[src/hw/rtl/hte_pkg.sv]
// Package for the HTML text escaper: run kinds, queue entry type,
// escape sequence length and character lookup. No dependencies.
package hte_pkg;

  localparam int unsigned QueueDepthDef = 4;

  localparam logic [7:0] LEAD_BYTE = 8'hC2;
  localparam logic [7:0] NBSP_TAIL = 8'hA0;

  typedef enum logic [2:0] {
    K_NONE,
    K_BYTE,
    K_AMP,
    K_NBSP,
    K_QUOT,
    K_LT,
    K_GT
  } kind_t;

  typedef struct packed {
    logic       flush;
    kind_t      kind;
    logic [7:0] data;
    logic       done;
  } desc_t;

  function automatic logic [2:0] esc_len(input kind_t k);
    logic [2:0] n;
    case (k)
      K_BYTE:  n = 3'd1;
      K_AMP:   n = 3'd5;
      K_NBSP:  n = 3'd6;
      K_QUOT:  n = 3'd6;
      K_LT:    n = 3'd4;
      K_GT:    n = 3'd4;
      default: n = 3'd0;
    endcase
    return n;
  endfunction

  function automatic logic [7:0] esc_char(input kind_t k, input logic [2:0] idx);
    logic [7:0] c;
    c = "&";
    if (idx == 3'd0) begin
      c = "&";
    end else begin
      case (k)
        K_AMP: begin
          case (idx)
            3'd1:    c = "a";
            3'd2:    c = "m";
            3'd3:    c = "p";
            default: c = ";";
          endcase
        end
        K_NBSP: begin
          case (idx)
            3'd1:    c = "n";
            3'd2:    c = "b";
            3'd3:    c = "s";
            3'd4:    c = "p";
            default: c = ";";
          endcase
        end
        K_QUOT: begin
          case (idx)
            3'd1:    c = "q";
            3'd2:    c = "u";
            3'd3:    c = "o";
            3'd4:    c = "t";
            default: c = ";";
          endcase
        end
        K_LT: begin
          case (idx)
            3'd1:    c = "l";
            3'd2:    c = "t";
            default: c = ";";
          endcase
        end
        K_GT: begin
          case (idx)
            3'd1:    c = "g";
            3'd2:    c = "t";
            default: c = ";";
          endcase
        end
        default: c = "&";
      endcase
    end
    return c;
  endfunction

endpackage

[src/hw/rtl/hte_front.sv]
// Front end: accepts input words, tracks a held C2 lead byte and
// classifies each word into a run descriptor. Depends on hte_pkg.
module hte_front (
  input  logic          clk,
  input  logic          rst_n,
  input  logic          attr_mode,
  input  logic          in_valid,
  output logic          in_ready,
  input  logic [7:0]    in_byte,
  input  logic          in_end_of_text,
  input  logic          q_full,
  output logic          q_push,
  output hte_pkg::desc_t q_desc,
  output logic          held
);
  import hte_pkg::*;

  logic held_r, held_nxt;
  logic acc;
  desc_t d;

  assign in_ready = !q_full;
  assign acc      = in_valid && in_ready;
  assign held     = held_r;

  always_comb begin
    d.flush  = 1'b0;
    d.kind   = K_BYTE;
    d.data   = in_byte;
    d.done   = in_end_of_text;
    held_nxt = held_r;
    if (held_r && in_byte == NBSP_TAIL) begin
      d.kind   = K_NBSP;
      held_nxt = 1'b0;
    end else begin
      d.flush  = held_r;
      held_nxt = 1'b0;
      if (in_byte == "&") begin
        d.kind = K_AMP;
      end else if (in_byte == LEAD_BYTE) begin
        if (in_end_of_text) begin
          d.kind = K_BYTE;
        end else begin
          d.kind   = K_NONE;
          held_nxt = 1'b1;
        end
      end else if (attr_mode && in_byte == "\"") begin
        d.kind = K_QUOT;
      end else if (!attr_mode && in_byte == "<") begin
        d.kind = K_LT;
      end else if (!attr_mode && in_byte == ">") begin
        d.kind = K_GT;
      end
    end
  end

  assign q_desc = d;
  assign q_push = acc && (d.flush || d.kind != K_NONE);

  always_ff @(posedge clk) begin
    if (!rst_n) begin
      held_r <= 1'b0;
    end else if (acc) begin
      held_r <= held_nxt;
    end
  end

endmodule

[src/hw/rtl/hte_fifo.sv]
// Short descriptor queue between front and back end.
// Depends on hte_pkg for the entry type.
module hte_fifo #(
  parameter int unsigned DEPTH = hte_pkg::QueueDepthDef
) (
  input  logic           clk,
  input  logic           rst_n,
  input  logic           push,
  input  hte_pkg::desc_t wdata,
  input  logic           pop,
  output hte_pkg::desc_t rdata,
  output logic           empty,
  output logic           full
);
  import hte_pkg::*;

  localparam int unsigned PW = (DEPTH > 1) ? $clog2(DEPTH) : 1;
  localparam int unsigned CW = $clog2(DEPTH + 1);

  desc_t          mem [DEPTH];
  logic [PW-1:0]  wr_ptr_r, rd_ptr_r;
  logic [CW-1:0]  cnt_r;
  logic           do_push, do_pop;

  assign empty   = (cnt_r == '0);
  assign full    = (cnt_r == CW'(DEPTH));
  assign do_push = push && !full;
  assign do_pop  = pop && !empty;
  assign rdata   = mem[rd_ptr_r];

  function automatic logic [PW-1:0] inc(input logic [PW-1:0] p);
    return (p == PW'(DEPTH - 1)) ? '0 : p + PW'(1);
  endfunction

  always_ff @(posedge clk) begin
    if (do_push) begin
      mem[wr_ptr_r] <= wdata;
    end
  end

  always_ff @(posedge clk) begin
    if (!rst_n) begin
      wr_ptr_r <= '0;
      rd_ptr_r <= '0;
      cnt_r    <= '0;
    end else begin
      if (do_push) wr_ptr_r <= inc(wr_ptr_r);
      if (do_pop)  rd_ptr_r <= inc(rd_ptr_r);
      if (do_push && !do_pop) begin
        cnt_r <= cnt_r + CW'(1);
      end else if (do_pop && !do_push) begin
        cnt_r <= cnt_r - CW'(1);
      end
    end
  end

endmodule

[src/hw/rtl/hte_back.sv]
// Back end: expands the head descriptor into output bytes, one per cycle
// unless out_ready stalls, into a registered output stage. Depends on hte_pkg.
module hte_back (
  input  logic           clk,
  input  logic           rst_n,
  input  hte_pkg::desc_t head,
  input  logic           q_empty,
  output logic           q_pop,
  output logic           out_valid,
  input  logic           out_ready,
  output logic [7:0]     out_byte,
  output logic           out_run_last,
  output logic           out_text_done
);
  import hte_pkg::*;

  logic       flushed_r;
  logic [2:0] cnt_r;
  logic       valid_r;
  logic [7:0] byte_r;
  logic       last_r, done_r;

  logic       cur_flush, run_last, adv;
  logic [7:0] emit;

  assign cur_flush = head.flush && !flushed_r;

  always_comb begin
    if (cur_flush) begin
      emit     = LEAD_BYTE;
      run_last = (head.kind == K_NONE);
    end else begin
      emit     = (head.kind == K_BYTE) ? head.data : esc_char(head.kind, cnt_r);
      run_last = (cnt_r == esc_len(head.kind) - 3'd1);
    end
  end

  assign adv   = !q_empty && (!valid_r || out_ready);
  assign q_pop = adv && run_last;

  always_ff @(posedge clk) begin
    if (!rst_n) begin
      flushed_r <= 1'b0;
      cnt_r     <= '0;
      valid_r   <= 1'b0;
    end else begin
      if (adv) begin
        valid_r <= 1'b1;
        if (run_last) begin
          flushed_r <= 1'b0;
          cnt_r     <= '0;
        end else if (cur_flush) begin
          flushed_r <= 1'b1;
        end else begin
          cnt_r <= cnt_r + 3'd1;
        end
      end else if (out_ready) begin
        valid_r <= 1'b0;
      end
    end
  end

  always_ff @(posedge clk) begin
    if (adv) begin
      byte_r <= emit;
      last_r <= run_last;
      done_r <= run_last && head.done;
    end
  end

  assign out_valid     = valid_r;
  assign out_byte      = byte_r;
  assign out_run_last  = last_r;
  assign out_text_done = done_r;

endmodule

[src/hw/rtl/html_text_escaper.sv]
// Top level of the HTML text escaper: front classifier, descriptor queue
// and back-end expander. Depends on hte_pkg, hte_front, hte_fifo, hte_back.
//
// Takes UTF-8 text one byte per cycle while in_ready is high and emits
// the HTML-escaped stream. The back end emits one output byte at a time,
// so an escape keeps it busy for its whole sequence (up to 7 bytes with a
// flushed C2 lead byte). The front accepts a byte every cycle while the
// descriptor queue (QUEUE_DEPTH entries) has room, so escapes only stall
// the input once the queue fills. Outputs come from a registered stage.
module html_text_escaper #(
  parameter int unsigned QUEUE_DEPTH = hte_pkg::QueueDepthDef
) (
  input  logic       clk,
  input  logic       rst_n,
  input  logic       cfg_we,
  input  logic       cfg_wdata,
  input  logic       in_valid,
  output logic       in_ready,
  input  logic [7:0] in_byte,
  input  logic       in_end_of_text,
  output logic       out_valid,
  input  logic       out_ready,
  output logic [7:0] out_byte,
  output logic       out_run_last,
  output logic       out_text_done
);
  import hte_pkg::*;

  logic  attr_mode_r;
  logic  q_full, q_empty, q_push, q_pop, held;
  desc_t q_wdata, q_head;

  always_ff @(posedge clk) begin
    if (!rst_n) begin
      attr_mode_r <= 1'b0;
    end else if (cfg_we) begin
      attr_mode_r <= cfg_wdata;
    end
  end

  hte_front u_front (
    .clk            (clk),
    .rst_n          (rst_n),
    .attr_mode      (attr_mode_r),
    .in_valid       (in_valid),
    .in_ready       (in_ready),
    .in_byte        (in_byte),
    .in_end_of_text (in_end_of_text),
    .q_full         (q_full),
    .q_push         (q_push),
    .q_desc         (q_wdata),
    .held           (held)
  );

  hte_fifo #(.DEPTH(QUEUE_DEPTH)) u_fifo (
    .clk   (clk),
    .rst_n (rst_n),
    .push  (q_push),
    .wdata (q_wdata),
    .pop   (q_pop),
    .rdata (q_head),
    .empty (q_empty),
    .full  (q_full)
  );

  hte_back u_back (
    .clk           (clk),
    .rst_n         (rst_n),
    .head          (q_head),
    .q_empty       (q_empty),
    .q_pop         (q_pop),
    .out_valid     (out_valid),
    .out_ready     (out_ready),
    .out_byte      (out_byte),
    .out_run_last  (out_run_last),
    .out_text_done (out_text_done)
  );

`ifndef SYNTHESIS
  a_no_overflow: assert property (@(posedge clk) disable iff (!rst_n)
    q_push |-> !q_full)
    else $error("descriptor queue overflow");

  a_done_is_last: assert property (@(posedge clk) disable iff (!rst_n)
    out_valid && out_text_done |-> out_run_last)
    else $error("text_done without run_last");

  a_eot_clears_hold: assert property (@(posedge clk) disable iff (!rst_n)
    in_valid && in_ready && in_end_of_text |=> !held)
    else $error("lead byte held past end of text");
`endif

endmodule
[config.mk]
export PLATFORM = sky130hd
export DESIGN_NAME = html_text_escaper
export DESIGN_NICKNAME = d
export VERILOG_FILES = /design/src/hw/rtl/hte_pkg.sv /design/src/hw/rtl/hte_front.sv /design/src/hw/rtl/hte_fifo.sv /design/src/hw/rtl/hte_back.sv /design/src/hw/rtl/html_text_escaper.sv
export SDC_FILE = /design/constraint.sdc
export NUM_CORES = 1
export LEC_CHECK = 0
export ABC_CLOCK_PERIOD_IN_PS = 3900
export BUFFER_PORTS_ARGS = -buffer_cell sky130_fd_sc_hd__clkbuf_2
export CAP_MARGIN = 20
export CORE_UTILIZATION = 56
export CTS_BUF_LIST = sky130_fd_sc_hd__clkbuf_2
export CTS_CLUSTER_SIZE = 30
export DETAILED_ROUTE_END_ITERATION = 16
export PLACE_DENSITY = 0.78
export SYNTH_ARGS = -nofsm -noshare
export SYNTH_HDL_FRONTEND = slang
export SYNTH_HIERARCHICAL = 1
export SYNTH_SLANG_ARGS = --single-unit
[constraint.sdc]
create_clock -name clk -period 3.9 [get_ports clk]
set_input_delay 0.975 -clock clk [delete_from_list [all_inputs] [get_ports clk]]
set_output_delay 0.975 -clock clk [all_outputs]
set_load 0.02 [all_outputs]
==> flow_metrics.py, run 1 <==
metrics = {
    "outcome": {
        "status": "finished clean",
    },
    "pwr": {
        "leakagePower_uw": 0.00156,
        "p_per_area_nw_per_um2": 631,
        "max-vdd-ir-drop_v": 0.000299,
    },
    "global_route": {
        "largest_net_degree_at_the_start_of_global_routing": 22,
        "overflow": 0,
        "grt_antenna_before_repair": 0,
        "overall_global_routing_usage_pct": 20.9,
        "first_global_vias": 2341,
        "grt_pass1_wl_um": 11400,
    },
    "layout": {
        "design.final.nets": 355,
        "fin_cells": 428,
        "area.growth.synth_to_final_pct": 9.18,
        "inserted_diodes": 0,
        "drive_gt1_share_pct": 26.8,
    },
    "placement": {
        "io_buffer_count": 26,
        "routabilityCongestion": 0.910,
        "dp_cells": 409,
        "hpwlAfterDp_um": 5030,
    },
    "clocking": {
        "cts_made_buffers": 9,
        "cts_tree": "done",
        "clkSlewWorstSetupHoldPaths_ns": 0.24,
        "ctsLongestPathBuffers": 2,
        "tritoncts_num_sinks": 78,
        "holdBufCountCts": 0,
        "root_buffer_cell": "sky130_fd_sc_hd__clkbuf_2",
        "number_of_levels_in_the_clock_h_tree": 3,
        "clock_latency_ns": 0.54,
    },
    "routing": {
        "route.vias.total": 2516,
        "top_layer_used": "met4",
        "routed_wire_length_um": 7190,
        "initialDrtViolationCount": 162,
        "wl_met1_um": 3120,
        "wl_met2_um": 3580,
        "post-route-drc-count": 0,
        "detail_route.wl_per_cell_um": 16.8,
        "post_dr_vias_cell": 5.88,
        "ant_nets": 0,
        "dr_wl_met3_um": 335,
        "drt_pre_antenna_iters": 4,
    },
    "yosys": {
        "seq_area_frac_synth_pct": 55.6,
        "synth.yosys.warnings": 6,
        "synthesis.nets": 327,
        "netlist-cell-type-count": 68,
        "ys_seq_elements": 78,
        "post-synth-top-area-cell": "sky130_fd_sc_hd__edfxtp_1",
        "synthTopCellsByArea": "sky130_fd_sc_hd__edfxtp_1 47%, sky130_fd_sc_hd__mux4_1 8.7%, sky130_fd_sc_hd__dfxtp_1 8.2%",
        "synthCells": 299,
        "yosys.area.top_type_share_pct": 47.4,
        "synthesis.area_um2": 3920,
        "synthArstFlopShare_pct": 0,
        "ys_dominant_reg_cell": "sky130_fd_sc_hd__edfxtp_1",
        "syn_area_cell_um2": 13.1,
        "post_synth_edffs": 62,
    },
    "flow_run": {
        "cap_violations": 0,
    },
    "floorplanning": {
        "core_region_area_um2": 6790,
        "die_area_um2": 7350,
        "dieWidth_um": 85.7,
        "placementRows": 30,
        "num_io_pins": 27,
        "die_h_um": 85.7,
        "effective_utilization_at_floorplan_pct": 57.8,
    },
    "worst_setup_path": {
        "timing.critical_path.fanout_max": 5,
        "cp_data_required_time_ns": 4.39,
        "critical_path_arrival_ns": 4.24,
        "startpoint_type": "flip-flop",
        "timing.setup.critical_path_class": "flip-flop to flip-flop",
        "setup.worst_path.end_class": "flip-flop",
    },
    "sta": {
        "clock-skew-final_ns": 0.0258,
        "period_minus_slack_ns": 3.75,
        "timing_worst_slew_pin_value_ns": 0.694,
        "timing.slew.headroom_pct": 53.7,
        "fmax_ghz": 0.267,
        "hold_violations": 0,
        "final_max_slew_viols": 0,
        "worst_hold_slack_ns": 0.518,
        "period_share_pct": 96.2,
        "report.final.setup_viol": 0,
    },
    "min_path": {
        "holdCritPathClass": "flip-flop to flip-flop",
    },
}
## worst max-delay path, stage by stage, from the launching register on
cell and delay [ns]:
sky130_fd_sc_hd__dfxtp_4 0.44, sky130_fd_sc_hd__mux4_2 0.62, sky130_fd_sc_hd__nor2_4 0.17, sky130_fd_sc_hd__nand2_2 0.09, sky130_fd_sc_hd__o21ai_2 0.09, sky130_fd_sc_hd__inv_2 0.06, sky130_fd_sc_hd__ha_4 0.16, sky130_fd_sc_hd__xor2_2 0.14
sky130_fd_sc_hd__and3_1 0.19, sky130_fd_sc_hd__o221ai_2 0.14, sky130_fd_sc_hd__and2_4 0.20, sky130_fd_sc_hd__nor2_2 0.05, sky130_fd_sc_hd__o31ai_4 0.08, sky130_fd_sc_hd__ha_2 0.25, sky130_fd_sc_hd__inv_1 0.06, sky130_fd_sc_hd__fa_2 0.33
sky130_fd_sc_hd__xor2_1 0.15, sky130_fd_sc_hd__or3_1 0.31, sky130_fd_sc_hd__a21boi_1 0.14
## flip-flops by register name, indices dropped and copies added, names as in the netlist, named ones only
name / count
u_fifo/wr_ptr_r: 2
u_back/flushed_r: 1
u_back/out_byte: 8
u_back/out_valid: 1
u_back/out_run_last: 1
u_back/cnt_r: 3
attr_mode_r: 1
u_fifo/rd_ptr_r: 2
u_fifo/mem: 52
u_fifo/cnt_r: 3
u_front/held: 1
u_back/out_text_done: 1
## where the power goes
| group | switching, uW | internal (uW) | leakage, uW |
|---|---|---|---|
| Sequential | 85.0 | 1110 | 0.000703 |
| Clock | 305 | 93.0 | 0.0000589 |
| Combinational | 670 | 442 | 0.000795 |
| Total | 1060 | 1640 | 0.00156 |
## path summary, 6_finish.rpt
kind,slack [ns],from,endpoint,cells past startpoint
worst max-delay path,0.15,flip-flop,u_fifo/cnt_r[2]$_SDFFE_PN0P_,18
worst min-delay path,0.52,u_fifo/wr_ptr_r[1]$_SDFFE_PN0P_,u_fifo/wr_ptr_r[1]$_SDFFE_PN0P_,2
worst max register to register,0.15,flip-flop,u_fifo/cnt_r[2]$_SDFFE_PN0P_,18
worst min register to register,0.52,u_fifo/wr_ptr_r[1]$_SDFFE_PN0P_,u_fifo/wr_ptr_r[1]$_SDFFE_PN0P_,2
## area by class of cell
type,instances,area [um2]
Clock buffer,9,45.0
Clock inverter,7,56.3
Fill cell,509,2510
Inverter,17,63.8
Multi-Input combinational cell,185,1600
Sequential cell,78,2190
Tap cell,96,120
Timing Repair Buffer,36,209
## per-layer routing
metal  GRT usage [%]  vias up
met2            34.0       86
met1            27.4     1221
li1                -     1183
met4            10.5        0
met3            3.66       26
met5               0        -
## per-stage QoR
| stage | area, um2 | setup TNS (ns) | total power (uW) | setup slack [ns] | utilization [%] |
|---|---|---|---|---|---|
| 2_1_floorplan | 3950 | 0 | 2010 | 0.0284 | - |
| 3_3_place_gp | 4110 | 0 | 2230 | 0.200 | 60.5 |
| 3_5_place_dp | 4110 | 0 | 2270 | 0.0626 | 60.5 |
| 4_1_cts | 4210 | 0 | 2660 | 0.0349 | 62.0 |
| 5_1_grt | 4280 | -0.0164 | 2860 | -0.0164 | 63.1 |
| 6_report | 4280 | 0 | 2700 | 0.149 | 63.1 |
## cells in the mapped netlist, drive strengths merged, types with 2 or more instances
| cell | n |
|---|---|
| nor2b | 7 |
| o31ai | 2 |
| nand2 | 23 |
| nand4 | 2 |
| nand3 | 6 |
| buf | 16 |
| a221oi | 2 |
| and2 | 7 |
| and3 | 3 |
| inv | 17 |
| a21boi | 3 |
| a21o | 3 |
| o21ai | 13 |
| a31oi | 4 |
| nand2b | 6 |
| dfxtp | 16 |
| nor4 | 2 |
| nor4b | 2 |
| a41o | 2 |
| a21oi | 15 |
| nor2 | 17 |
| edfxtp | 62 |
| xor2 | 4 |
| or2 | 3 |
| ha | 12 |
| nor3 | 7 |
| clkbuf | 3 |
| mux4 | 13 |
| a32o | 2 |
| mux2i | 4 |
## timing repair
| item | 4_1_cts | 5_1_grt |
|---|---|---|
| pin swaps | 0 | 5 |
| setup buffers | 0 | 3 |
| hold endpoints to repair | 0 | 0 |
| setup endpoints to repair | 1 | 1 |
| resized for setup | 1 | 10 |
## cell families (layout without fill, tap and decap cells)
| kind of cell | Yosys count | in the layout | share of synthesized area, % |
|---|---|---|---|
| DFF | 78 | 78 | 55.6 |
| and+or+nand+nor | 92 | 92 | 13.4 |
| adders and majority gates | 13 | 13 | 4.34 |
| AOI/OAI and AO/OA | 58 | 58 | 10.7 |
| buffers and inverters | 36 | 69 | 4.94 |
| muxes | 17 | 17 | 9.73 |
| xor gates and xnor gates | 5 | 5 | 1.31 |
## layout by cell type, fill, tap and decap left out, drive strengths merged, types with 2 or more instances in the layout
| cell type | Yosys | final |
|---|---|---|
| a32o | 2 | 2 |
| a41o | 2 | 2 |
| ha | 12 | 12 |
| mux4 | 13 | 13 |
| nor4 | 2 | 2 |
| inv | 17 | 21 |
| nor2b | 7 | 7 |
| buf | 16 | 10 |
| clkinvlp | 0 | 2 |
| nor2 | 17 | 17 |
| nand2 | 23 | 23 |
| and2 | 7 | 7 |
| mux2i | 4 | 4 |
| nand4 | 2 | 2 |
| dfxtp | 16 | 16 |
| nand3 | 6 | 6 |
| a21boi | 3 | 3 |
| a221oi | 2 | 2 |
| and3 | 3 | 3 |
| a31oi | 4 | 4 |
| o31ai | 2 | 2 |
| xor2 | 4 | 4 |
| nor3 | 7 | 7 |
| a21o | 3 | 3 |
| nand2b | 6 | 6 |
| o21ai | 13 | 13 |
| edfxtp | 62 | 62 |
| a21oi | 15 | 15 |
| nor4b | 2 | 2 |
| clkbuf | 3 | 35 |
| or2 | 3 | 3 |
Note: power is estimated with default switching activity, not from simulation.
==> inputs of run 2 (changes only) <==
--- a/config.mk
+++ b/config.mk
@@ -13,6 +13,7 @@
 export CTS_CLUSTER_SIZE = 30
 export DETAILED_ROUTE_END_ITERATION = 16
 export PLACE_DENSITY = 0.78
+export RECOVER_POWER = 25
 export SYNTH_ARGS = -nofsm -noshare
 export SYNTH_HDL_FRONTEND = slang
 export SYNTH_HIERARCHICAL = 1
==> flow_metrics.py, run 2 (synthesis gave the netlist of run 1 again) <==
metrics = {
    "global_route": {
        "overall_global_routing_usage_pct": 20.9,
        "first_global_vias": 2341,
        "overflow": 0,
        "grt_pass1_wl_um": 11400,
        "largest_net_degree_at_the_start_of_global_routing": 22,
        "grt_antenna_before_repair": 0,
    },
    "sta": {
        "report.final.setup_viol": 0,
        "hold_violations": 0,
        "timing_worst_slew_pin_value_ns": 0.816,
        "clock-skew-final_ns": 0.0257,
        "timing.slew.headroom_pct": 45.6,
        "post-route-worst-setup-slack_ns": 0.149,
        "final_max_slew_viols": 0,
        "finalSetupTns_ns": 0,
        "period_share_pct": 96.2,
        "worst_hold_slack_ns": 0.516,
        "period_minus_slack_ns": 3.75,
        "fmax_ghz": 0.267,
    },
    "layout": {
        "most_common_cell_after_layout_fill_and_taps_aside": "sky130_fd_sc_hd__edfxtp_1",
        "drive_gt1_share_pct": 23.8,
        "design.final.nets": 355,
        "inserted_diodes": 0,
        "largest_register": "u_fifo/mem",
        "most-common-layout-cells": "62 x sky130_fd_sc_hd__edfxtp_1, 25 x sky130_fd_sc_hd__clkbuf_2, 22 x sky130_fd_sc_hd__nand2_1",
        "area.growth.synth_to_final_pct": 8.86,
        "largest_register_ffs": 52,
    },
    "pwr": {
        "switching_part_of_the_total_power_pct": 39.2,
        "clock_power_share_pct": 14.7,
        "fin_total_pwr_uw": 2700,
        "max-vdd-ir-drop_v": 0.000294,
        "sw_pwr_uw": 1060,
        "p_int_uw": 1640,
        "leakagePower_uw": 0.00153,
        "p_comb_share_pct": 41.0,
        "power_frac_seq_pct": 44.2,
        "p_per_area_nw_per_um2": 633,
    },
    "floorplanning": {
        "placementRows": 30,
        "core_region_area_um2": 6790,
        "dieWidth_um": 85.7,
        "die_h_um": 85.7,
        "die_area_um2": 7350,
        "effective_utilization_at_floorplan_pct": 57.8,
        "num_io_pins": 27,
    },
    "routing": {
        "wl_met2_um": 3550,
        "dr_wl_met3_um": 368,
        "detail_route.wl_per_cell_um": 16.9,
        "ant_nets": 0,
        "drt_pre_antenna_iters": 4,
        "route.vias.total": 2507,
        "initialDrtViolationCount": 146,
        "wl_met1_um": 3140,
        "routed_wire_length_um": 7210,
        "top_layer_used": "met4",
        "post_dr_vias_cell": 5.86,
        "post-route-drc-count": 0,
    },
    "worst_setup_path": {
        "timing.critical_path.fanout_max": 5,
        "startpoint_type": "flip-flop",
        "setup.worst_path.end_class": "flip-flop",
        "cp_data_required_time_ns": 4.38,
        "critical_path_arrival_ns": 4.23,
        "timing.setup.critical_path_class": "flip-flop to flip-flop",
    },
    "min_path": {
        "min-delay-start": "u_fifo/wr_ptr_r[1]$_SDFFE_PN0P_",
        "holdCritPathClass": "flip-flop to flip-flop",
    },
    "clocking": {
        "number_of_levels_in_the_clock_h_tree": 3,
        "cts_tree": "done",
        "ctsLongestPathBuffers": 2,
        "root_buffer_cell": "sky130_fd_sc_hd__clkbuf_2",
        "tritoncts_num_sinks": 78,
        "clkSlewWorstSetupHoldPaths_ns": 0.24,
        "clock_latency_ns": 0.54,
        "cts_made_buffers": 9,
    },
    "placement": {
        "routabilityCongestion": 0.910,
        "io_buffer_count": 26,
        "detailedPlace.worstSlack_ns": 0.0626,
        "hpwlAfterDp_um": 5030,
    },
    "flow_run": {
        "cap_violations": 0,
    },
    "outcome": {
        "status": "finished clean",
    },
}
run 2: path summary, 6_finish.rpt:
path | end | cells past startpoint | slack [ns]
hold / removal | u_fifo/wr_ptr_r[1]$_SDFFE_PN0P_ | 2 | 0.52
setup / recovery | u_fifo/cnt_r[2]$_SDFFE_PN0P_ | 18 | 0.15
hold reg to reg | u_fifo/wr_ptr_r[1]$_SDFFE_PN0P_ | 2 | 0.52
setup reg to reg | u_fifo/cnt_r[2]$_SDFFE_PN0P_ | 18 | 0.15
run 2: per-stage QoR:
step,utilization [%],instance area [um2],cells
floorplan,-,3950,299
CTS,62.0,4210,425
detailed placement,60.5,4110,409
finish,62.9,4270,428
global placement,60.5,4110,409
global route,62.9,4270,428
run 2: layout make-up:
class,instances,area (um2)
fillers,516,2520
flip-flops and latches,78,2190
multi-input cells,185,1600
repair buffers,36,196
well taps,96,120
inverters,17,63.8
clock inverters,7,56.3
clock buffers,9,45.0
run 2: what timing repair did:
action                     CTS  global route
pin swaps                    0             5
hold buffers                 0             0
gates resized for setup      1            10
buffers inserted             0             3
setup endpoints to repair    1             1
run 2: metal layers:
metal	vias to the layer above	GRT usage, %
met5	-	0
met4	0	10.5
met3	20	3.66
met2	90	34.0
met1	1210	27.4
li1	1187	-
run 2: power by group through the flow:
stage	sequential, uW	combinational (uW)	clock (uW)
2_1_floorplan	1270	742	0
3_3_place_gp	1210	1020	0
3_5_place_dp	1210	1050	0
4_1_cts	1190	1060	408
5_1_grt	1220	1210	435
6_report	1200	1110	398
run 2: worst max-delay path, cell delays in order, from the launching register on:
cell and delay, ns:
sky130_fd_sc_hd__dfxtp_4 0.45, sky130_fd_sc_hd__mux4_2 0.62, sky130_fd_sc_hd__nor2_4 0.17, sky130_fd_sc_hd__nand2_2 0.09
sky130_fd_sc_hd__o21ai_2 0.09, sky130_fd_sc_hd__inv_2 0.06, sky130_fd_sc_hd__ha_4 0.16, sky130_fd_sc_hd__xor2_2 0.14
sky130_fd_sc_hd__and3_1 0.19, sky130_fd_sc_hd__o221ai_2 0.14, sky130_fd_sc_hd__and2_4 0.20, sky130_fd_sc_hd__nor2_2 0.05
sky130_fd_sc_hd__o31ai_4 0.08, sky130_fd_sc_hd__ha_2 0.25, sky130_fd_sc_hd__inv_1 0.06, sky130_fd_sc_hd__fa_2 0.33
sky130_fd_sc_hd__xor2_1 0.15, sky130_fd_sc_hd__or3_1 0.31, sky130_fd_sc_hd__a21boi_1 0.14
